$ cat config.mk
export PLATFORM = sky130hd
export DESIGN_NAME = mfde_ctrl
export DESIGN_NICKNAME = d
export VERILOG_FILES = /design/src/mfde_pkg.sv /design/src/mfde_ctrl.sv
export SDC_FILE = /design/constraint.sdc
export NUM_CORES = 1
export LEC_CHECK = 0
export ABC_AREA = 1
export BUFFER_PORTS_ARGS = -buffer_cell sky130_fd_sc_hd__buf_2
export CORE_MARGIN = 2
export CORE_UTILIZATION = 36
export DETAILED_ROUTE_END_ITERATION = 10
export MAX_ROUTING_LAYER = met4
export SYNTH_ARGS = -nofsm -noshare
export SYNTH_HDL_FRONTEND = slang
export SYNTH_SLANG_ARGS = --single-unit
$ cat constraint.sdc
create_clock -name clk -period 2.1 [get_ports clk]
set_input_delay 0.21 -clock clk [delete_from_list [all_inputs] [get_ports clk]]
set_output_delay 0.21 -clock clk [all_outputs]
set_load 0.02 [all_outputs]
$ cat src/mfde_pkg.sv
// Package for the monochrome framebuffer draw engine.
// It holds the command and pen codes and the control and status structs
// between the controller and the datapath. It depends on nothing.
package mfde_pkg;

	// Command codes.
	localparam logic [1:0] CMD_POINT = 2'd0;
	localparam logic [1:0] CMD_LINE  = 2'd1;
	localparam logic [1:0] CMD_FILL  = 2'd2;
	localparam logic [1:0] CMD_READ  = 2'd3;

	// Pen codes.
	localparam logic [1:0] PEN_ERASE  = 2'd0;
	localparam logic [1:0] PEN_SET    = 2'd1;
	localparam logic [1:0] PEN_INVERT = 2'd2;
	localparam logic [1:0] PEN_NONE   = 2'd3;

	// Byte written by a fill with the set pen.
	localparam logic [7:0] FILL_ONES = 8'hff;

	// Commands from the controller to the datapath.
	typedef struct packed {
		logic load;       // capture a request and set up the walk
		logic div_step;   // one step of the slope divider
		logic rd_pixel;   // read the byte under the current pixel
		logic wr_pixel;   // write back the pixel byte and advance
		logic sweep_wr;   // write one byte of a clear or fill sweep
		logic sweep_ones; // the sweep writes all ones
		logic rd_byte;    // read the byte addressed by a read request
		logic out_load;   // load the result register
	} mfde_ctrl_t;

	// Status from the datapath to the controller.
	typedef struct packed {
		logic [1:0] command;
		logic [1:0] pen;
		logic       div_last;
		logic       walk_last;
		logic       sweep_last;
		logic       out_free;
	} mfde_stat_t;

endpackage

$ cat src/mfde_ctrl.sv
// Controller state machine of the framebuffer draw engine.
// It depends on mfde_pkg for the command codes and the control structs.
module mfde_ctrl (
	input  logic                clk,
	input  logic                arst_n,
	input  logic                in_valid,
	output logic                in_ready,
	input  logic [1:0]          in_command,
	input  logic [1:0]          in_pen,
	input  mfde_pkg::mfde_stat_t stat,
	output mfde_pkg::mfde_ctrl_t ctrl
);

	typedef enum logic [7:0] {
		ST_CLEAR = 8'b0000_0001,
		ST_IDLE  = 8'b0000_0010,
		ST_DIV   = 8'b0000_0100,
		ST_RD    = 8'b0000_1000,
		ST_WR    = 8'b0001_0000,
		ST_FILL  = 8'b0010_0000,
		ST_RBYTE = 8'b0100_0000,
		ST_DONE  = 8'b1000_0000
	} state_t;

	state_t state_q;
	state_t state_nxt;

	assign in_ready = (state_q == ST_IDLE);

	// Next state and command decode.
	always_comb begin
		state_nxt       = state_q;
		ctrl            = '0;
		ctrl.sweep_ones = (state_q == ST_FILL) && (stat.pen == mfde_pkg::PEN_SET);
		case (state_q)
			ST_CLEAR: begin
				ctrl.sweep_wr = 1'b1;
				if (stat.sweep_last) begin
					state_nxt = ST_IDLE;
				end
			end
			ST_IDLE: begin
				if (in_valid) begin
					ctrl.load = 1'b1;
					case (in_command)
						mfde_pkg::CMD_FILL: begin
							if (in_pen == mfde_pkg::PEN_SET || in_pen == mfde_pkg::PEN_ERASE) begin
								state_nxt = ST_FILL;
							end else begin
								state_nxt = ST_DONE;
							end
						end
						mfde_pkg::CMD_READ: state_nxt = ST_RBYTE;
						default:            state_nxt = ST_DIV;
					endcase
				end
			end
			ST_DIV: begin
				ctrl.div_step = 1'b1;
				if (stat.div_last) begin
					state_nxt = ST_RD;
				end
			end
			ST_RD: begin
				ctrl.rd_pixel = 1'b1;
				state_nxt     = ST_WR;
			end
			ST_WR: begin
				ctrl.wr_pixel = 1'b1;
				state_nxt     = stat.walk_last ? ST_DONE : ST_RD;
			end
			ST_FILL: begin
				ctrl.sweep_wr = 1'b1;
				if (stat.sweep_last) begin
					state_nxt = ST_DONE;
				end
			end
			ST_RBYTE: begin
				ctrl.rd_byte = 1'b1;
				state_nxt    = ST_DONE;
			end
			ST_DONE: begin
				if (stat.out_free) begin
					ctrl.out_load = 1'b1;
					state_nxt     = ST_IDLE;
				end
			end
			default: state_nxt = ST_IDLE;
		endcase
	end

	// State register; reset starts the clearing sweep.
	always_ff @(posedge clk or negedge arst_n) begin
		if (!arst_n) begin
			state_q <= ST_CLEAR;
		end else begin
			state_q <= state_nxt;
		end
	end

endmodule

==> results of run 1 <==
==> worst paths after layout <==
path                                from         end  slack [ns]  depth (start not counted)
max                           state_q[1]     ctrl[2]        0.37                          6
min in group asynchronous         arst_n  state_q[4]        0.32                          2
min reg2reg                   state_q[1]  state_q[4]        0.58                          3
max in group asynchronous         arst_n  state_q[0]        1.54                          2
max reg2reg                   state_q[0]  state_q[6]        0.72                          8
min                        in_command[0]  state_q[6]        0.22                          3
==> power breakdown <==
group          switching, W  leakage (nW)  internal, W
clock             0.0000485        0.0150    0.0000724
combinational      0.000412         0.380     0.000206
sequential        0.0000327         0.103     0.000191
total              0.000493         0.499     0.000470
==> cells in the final DEF, fill, tap and decap left out <==
cell | synthesis | final
sky130_fd_sc_hd__nand3_1 | 11 | 11
sky130_fd_sc_hd__nor4_1 | 1 | 1
sky130_fd_sc_hd__nor2_8 | 2 | 2
sky130_fd_sc_hd__nor3b_1 | 1 | 1
sky130_fd_sc_hd__o21ai_1 | 1 | 1
sky130_fd_sc_hd__dfstp_2 | 1 | 1
sky130_fd_sc_hd__nand3b_2 | 1 | 1
sky130_fd_sc_hd__nor2_1 | 21 | 21
sky130_fd_sc_hd__dlygate4sd3_1 | 0 | 1
sky130_fd_sc_hd__clkbuf_4 | 0 | 3
sky130_fd_sc_hd__a21oi_1 | 1 | 1
sky130_fd_sc_hd__nand2_4 | 1 | 1
sky130_fd_sc_hd__inv_2 | 4 | 4
sky130_fd_sc_hd__inv_1 | 17 | 17
sky130_fd_sc_hd__buf_2 | 0 | 20
sky130_fd_sc_hd__inv_4 | 1 | 1
sky130_fd_sc_hd__nand2_1 | 21 | 21
sky130_fd_sc_hd__nor3_2 | 1 | 1
sky130_fd_sc_hd__clkbuf_1 | 0 | 1
sky130_fd_sc_hd__nand2_2 | 6 | 6
sky130_fd_sc_hd__nor2_4 | 1 | 1
sky130_fd_sc_hd__nor2_2 | 5 | 5
sky130_fd_sc_hd__dfrtp_1 | 7 | 7
==> area by class of cell <==
type | count | area (sq um)
Clock buffer | 4 | 26.3
Fill cell | 204 | 902
Sequential cell | 8 | 201
Tap cell | 25 | 31.3
Multi-Input combinational cell | 74 | 389
Inverter | 22 | 85.1
Timing Repair Buffer | 21 | 110
==> metal layers <==
| layer | GRT usage | wire length [um] |
|---|---|---|
| met2 | 0.259 | 678 |
| met4 | 0.128 | 19 |
| met1 | 0.185 | 586 |
| met3 | 0.0231 | 90 |
| met5 | - | 0 |
==> worst max-delay path, delay by kind of cell (launching register included) <==
kind	cells	cell delay, ns
buffers and inverters	2	0.25
DFF	1	0.39
and+or+nand+nor	4	0.64
==> kinds of logic (layout without fill, tap and decap cells) <==
family | count (synthesis) | count (layout)
AO/OA/AOI/OAI | 2 | 2
buffers and inverters | 22 | 47
flip-flops | 8 | 8
AND/OR/NAND/NOR | 72 | 72
==> metrics by stage <==
stage	instance area, sq um	power (W)	instances	setup slack, ns
floorplan	676	0.000722	104	0.521
global placement	807	0.000838	149	0.647
detailed placement	807	0.000844	149	0.611
CTS	843	0.000976	154	0.337
global route	843	0.00105	154	0.201
finish	843	0.000963	154	0.368
==> timing repair <==
action,4_1_cts,5_1_grt
hold endpoints to repair,7,0
hold buffers,1,0
buffers inserted,0,0
==> run summary, run 1 <==
============================================================================================
Outcome                                                                         complete, no violations
Starting density of the core                                                           0.387
Post-route fraction of the period consumed by the critical path                        0.825
Flip-flop and latch count after synthesis                                                  8
Synthesized instance count                                                               104
Max FFs per register                                                                       8
Hold/Removal Path Class                                                               in2reg
Wire length after detailed routing                                                   1370 um
Portion of the post-synthesis area used by sequential elements                         0.298
Dominant combinational cell family by area after synthesis                      simple AND/OR/NAND/NOR gates
Reg with most FFs                                                                    state_q
DRC Markers                                                                                0
Layout Skew                                                                       0.00574 ns
Critical path data required time                                                     1.89 ns
Series of cell instances along the critical path                                nor2_2 > nand2_2 > nor2_1 > inv_2 > nor3b_1 > buf_2
F_max                                                                                577 MHz
Multiplexer area fraction after synthesis                                                  0
Most frequently used flop master after synthesis                                sky130_fd_sc_hd__dfrtp_1
Total via count after detailed routing                                                   699
Clock insertion delay at the later pin of the skew report                            0.25 ns
Routed via count divided by cell count                                                  4.54
VDD IR max                                                                            742 uV
Number of buffers between clock root and the deepest sink                                  2
Worst setup path class                                                               reg2out
Height of the die                                                                    47.3 um
Detail Route Antenna Nets                                                                  0
Areal power density over the cells                                              1140 mW/mm^2
Number of warnings issued by yosys                                                         0
Crit-path slowest cell                                                          sky130_fd_sc_hd__dfrtp_1
Slowest stage delay, CP                                                              0.39 ns
Total routing resource utilization after global routing                                0.165
Highest net fanout along the worst path                                                    5
Library cell occupying the most area in the post-synthesis netlist              sky130_fd_sc_hd__dfrtp_1
Share of flip-flops with an asynchronous set or reset                                   1.00
Post-synth top area share                                                              0.259
Global placer's final weighted congestion                                              0.831
Max Cap Viol                                                                               0
H-Tree Depth                                                                               1
Leakage component of the power                                                      0.499 nW
Rows                                                                                      15
Distinct cell type count of the synthesized netlist                                       19
Net count, final                                                                         145
Placeable Area                                                                  0.00175 sq mm
Detailed placer's ending HPWL                                                        1190 um
Fraction of layout instances using a drive strength above 1                            0.357
Number of hold-slack violations in the final timing report                                 0
I/O pin count                                                                             24
Final worst path period need                                                         1.73 ns
Synth Area in XOR/XNOR                                                                     0
Number of CTS-inserted buffers                                                             3
Routed length per placed instance                                                    8.92 um
Synth top area cells                                                            sky130_fd_sc_hd__dfrtp_1 (26%), sky130_fd_sc_hd__nand2_1 (12%), sky130_fd_sc_hd__nor2_1 (12%), sky130_fd_sc_hd__inv_1 (9.4%), sky130_fd_sc_hd__nand3_1 (8.1%)
Largest net degree at the start of global routing                                          9
RSZ-0062 raised after global routing                                                   false
Top cells by count, synth                                                       sky130_fd_sc_hd__nand2_1 (21), sky130_fd_sc_hd__nor2_1 (21), sky130_fd_sc_hd__inv_1 (17)
GRT Residual Overflow                                                                      0
Area share of fa/ha/maj cells after synthesis                                              0
Die ar.                                                                         0.00224 sq mm
Fin Hold WS                                                                         0.222 ns
Tightest Pin Transition                                                             0.212 ns
Post-layout utilization of the core                                                    0.483
Number of DRC violations after detailed-routing iteration 0                                8
Clock tree from TritonCTS                                                              built
Growth of design area from synthesis to finish                                         24.8%
Post-synthesis instance area                                                       676 sq um
Type of destination of the critical path                                          output pin
Root buffer selected by CTS                                                     sky130_fd_sc_hd__clkbuf_4
Largest registers ranked by flip-flop count                                     state_q: 8 flops
Clock sinks                                                                                8
Worst slew margin relative to its limit                                                0.858
Basic-gate share of the synthesized area counting and, or, nand and nor cells          0.561
Number of buffer cells added on primary ports                                             20
# diodes                                                                                   0
Final total negative setup slack                                                        0 ns
Drt first pass iters                                                                       4
Setup-violating endpoint count in the final report                                         0
Number of nets produced by synthesis                                                     119
Average footprint of a synthesized cell                                           6.50 sq um
Number of antenna violations at the first check in global routing                          0
Wire length of the first global-routing pass                                         2400 um
Total count of max-transition violations in the final report                               0
Element type at the critical path start                                             register
Clk pin slew, worst setup/hold paths                                                 0.05 ns
Number of global-route vias before repair                                                640
Complex-gate fraction of the synthesized area                                         0.0148
Arrival time worst endpoint                                                          1.52 ns
Resized cells post-CTS                                                                     0
Number of synthesized flops with an enable pin                                             0
Die outline width                                                                    47.3 um
============================================================================================
Power figures use the tool's default switching activity.
==> inputs of run 2 (changes only) <==
==> constraint.sdc (replaced) <==
create_clock -name clk -period 1.5 [get_ports clk]
set_input_delay 0.15 -clock clk [delete_from_list [all_inputs] [get_ports clk]]
set_output_delay 0.15 -clock clk [all_outputs]
set_load 0.02 [all_outputs]
==> run summary, run 2 (synthesis gave the netlist of run 1 again) <==
================================================================================
Final worst path period need                                             1.55 ns
Total count of max-transition violations in the final report                   0   unchanged
VDD IR max                                                                969 uV   +31%
Die outline width                                                        47.3 um   unchanged
Rows                                                                          15   unchanged
Type of destination of the critical path                              output pin
Combinational fraction of design power                                     0.727   +0.085
Die ar.                                                             0.00224 sq mm   unchanged
Routed length per placed instance                                        10.8 um   +21%
Routed via count divided by cell count                                      4.58   +0.94%
Number of DRC violations after detailed-routing iteration 0                    4   -4
DRC Markers                                                                    0   unchanged
Worst slew margin relative to its limit                                    0.869   +0.0106
Max Cap Viol                                                                   0   unchanged
Drt first pass iters                                                           4   unchanged
Capturing point of the worst reg2reg path                             state_q[3]
Number of global-route vias before repair                                    707   +10%
Number of hold-slack violations in the final timing report                     0   unchanged
Number of cells in the design after placement                                149   unchanged
Outcome                                                             finished, violations left
Worst setup path class                                                   reg2out
R2R cell count                                                                 9   +1
Areal power density over the cells                                  1670 mW/mm^2   +46%
Setup-violating endpoint count in the final report                             3   +3
Sequential Power Share                                                     0.176   -0.057
Highest net fanout along the worst path                                        4   -1
Destination of the worst hold path                                    state_q[6]
Net count, final                                                             156   +7.6%
Largest net degree at the start of global routing                              9   unchanged
Total via count after detailed routing                                       756   +8.2%
Violations in the final reports                                     setup timing
Critical path data required time                                         1.35 ns   -0.54 ns
Number of antenna violations at the first check in global routing              0   unchanged
Clock group share of total power                                           0.097   -0.029
Wire length of the first global-routing pass                             2710 um   +13%
Commonest cells after routing, fill and taps aside                  sky130_fd_sc_hd__nand2_1 (19), sky130_fd_sc_hd__inv_1 (16), sky130_fd_sc_hd__nor2_1 (12), sky130_fd_sc_hd__buf_2 (12), sky130_fd_sc_hd__buf_4 (11)
Switching pwr                                                         0.000914 W   +85%
F_max                                                                    644 MHz
# diodes                                                                       0   unchanged
RSZ-0062 raised after global routing                                        true
Clock tree from TritonCTS                                                  built
Fraction of layout instances using a drive strength above 1                0.536   +0.179
Worst hold stages                                                              3   unchanged
Tightest Pin Transition                                                 0.195 ns   -0.0167 ns
Number of buffer cells added on primary ports                                 20   unchanged
Slack of the critical path                                            -0.0531 ns   -0.421 ns
Max FFs per register                                                           8   unchanged
Hold/Removal Path Class                                                   in2reg
GRT Residual Overflow                                                          0   unchanged
Final total negative setup slack                                      -0.0911 ns   -0.0911 ns
Detailed placer's ending HPWL                                            1210 um   +1.5%
Post-route non-filler standard cell count                                    165   +7.1%
Global placer's final weighted congestion                                  0.809   -2.6%
Largest registers ranked by flip-flop count                         state_q: 8 flops
Post-route fraction of the period consumed by the critical path             1.04
Startpoint of the worst-slack reg-to-reg timing path                  state_q[0]
Root buffer selected by CTS                                         sky130_fd_sc_hd__clkbuf_4
Clock sinks                                                                    8   unchanged
Leakage component of the power                                          0.578 nW   +16%
H-Tree Depth                                                                   1   unchanged
Placeable Area                                                      0.00175 sq mm   unchanged
Number of CTS-inserted buffers                                                 3   unchanged
Sw Ratio                                                                   0.497   -0.0156
Design internal power                                                 0.000926 W   +97%
Setup slack of the most critical reg-to-reg path                         0.06 ns   -0.66 ns
Arrival time worst endpoint                                              1.40 ns   -0.12 ns
Launch point of the worst hold path                                 in_command[0]
Element type at the critical path start                                 register
Leading cell type in the layout, fill and taps excluded             sky130_fd_sc_hd__nand2_1
Clock insertion delay at the later pin of the skew report                0.26 ns   about the same
Height of the die                                                        47.3 um   unchanged
Reg with most FFs                                                        state_q
Wire length after detailed routing                                       1780 um   +30%
Starting density of the core                                               0.387   unchanged
Number of buffers between clock root and the deepest sink                      2   unchanged
Fin Hold WS                                                             0.161 ns   -0.0608 ns
Clk pin slew, worst setup/hold paths                                     0.05 ns   about the same
Layout Skew                                                           0.00278 ns   -0.00295 ns
I/O pin count                                                                 24   unchanged
Detail Route Antenna Nets                                                      0   unchanged
Total routing resource utilization after global routing                    0.184   +0.0190
Growth of design area from synthesis to finish                             62.8%
================================================================================
-- run 2: changes by cell type in the layout (fill, tap and decap cells not counted), moves of 4 or more --
| cell | before | now |
|---|---|---|
| sky130_fd_sc_hd__nor2_4 | 1 | 10 |
| sky130_fd_sc_hd__nor2_1 | 21 | 12 |
| sky130_fd_sc_hd__buf_4 | 0 | 11 |
| sky130_fd_sc_hd__nand3_1 | 11 | 7 |
| sky130_fd_sc_hd__buf_2 | 20 | 12 |
| sky130_fd_sc_hd__buf_6 | 0 | 8 |
-- run 2: what timing repair did --
| item | in CTS | in global routing |
|---|---|---|
| gates cloned | 0 | 0 |
| setup endpoints to repair | 4 | 14 |
| pin swaps | 8 | 14 |
| hold buffers | 1 | 0 |
| setup buffers | 7 | 4 |
| gates resized for setup | 13 | 33 |
| hold endpoints to repair | 8 | 0 |
-- run 2: worst max-delay path by stage --
| stage | from | end |
|---|---|---|
| after global placement | state_q[0] | state_q[6] |
| after global routing | state_q[6] | ctrl[2] |
| final | state_q[3] | ctrl[2] |
| after detailed placement | state_q[0] | state_q[6] |
| after floorplan | state_q[1] | ctrl[0] |
| after CTS | state_q[7] | ctrl[2] |
-- run 2: metal layers --
layer,GRT usage,routed length (um)
met2,0.297,943
met4,0.133,84
met3,0.0308,85
met5,-,0
met1,0.200,667
-- run 2: metrics by stage --
stage               total power (W)  worst slack (ns)  area [sq um]  utilization
floorplan                   0.00101            0.0814           681            -
global placement            0.00117             0.131           812        0.465
detailed placement          0.00117             0.127           812        0.465
CTS                         0.00159           -0.0640           942        0.540
global route                0.00196            -0.110          1100        0.630
finish                      0.00184           -0.0531          1100        0.630
-- run 2: cell type report --
class / count / area [sq um]
Clock buffer: 4 / 26.3
Fill cell: 162 / 646
Inverter: 22 / 87.6
Multi-Input combinational cell: 74 / 510
Sequential cell: 8 / 201
Tap cell: 25 / 31.3
Timing Repair Buffer: 32 / 243
-- run 2: critical path: stages, from the launching register on --
cell and delay (ns):
sky130_fd_sc_hd__dfrtp_1 0.41, sky130_fd_sc_hd__nor2_4 0.16, sky130_fd_sc_hd__nand2_4 0.10, sky130_fd_sc_hd__nor2_4 0.13, sky130_fd_sc_hd__inv_2 0.05, sky130_fd_sc_hd__nor3b_2 0.14
sky130_fd_sc_hd__buf_4 0.15
-- run 2: power groups by stage --
stage	clock, W	sequential (W)	combinational [W]
finish	0.000179	0.000323	0.00134
global route	0.000187	0.000329	0.00144
CTS	0.000182	0.000309	0.00110
detailed placement	0	0.000318	0.000857
global placement	0	0.000318	0.000853
floorplan	0	0.000312	0.000700
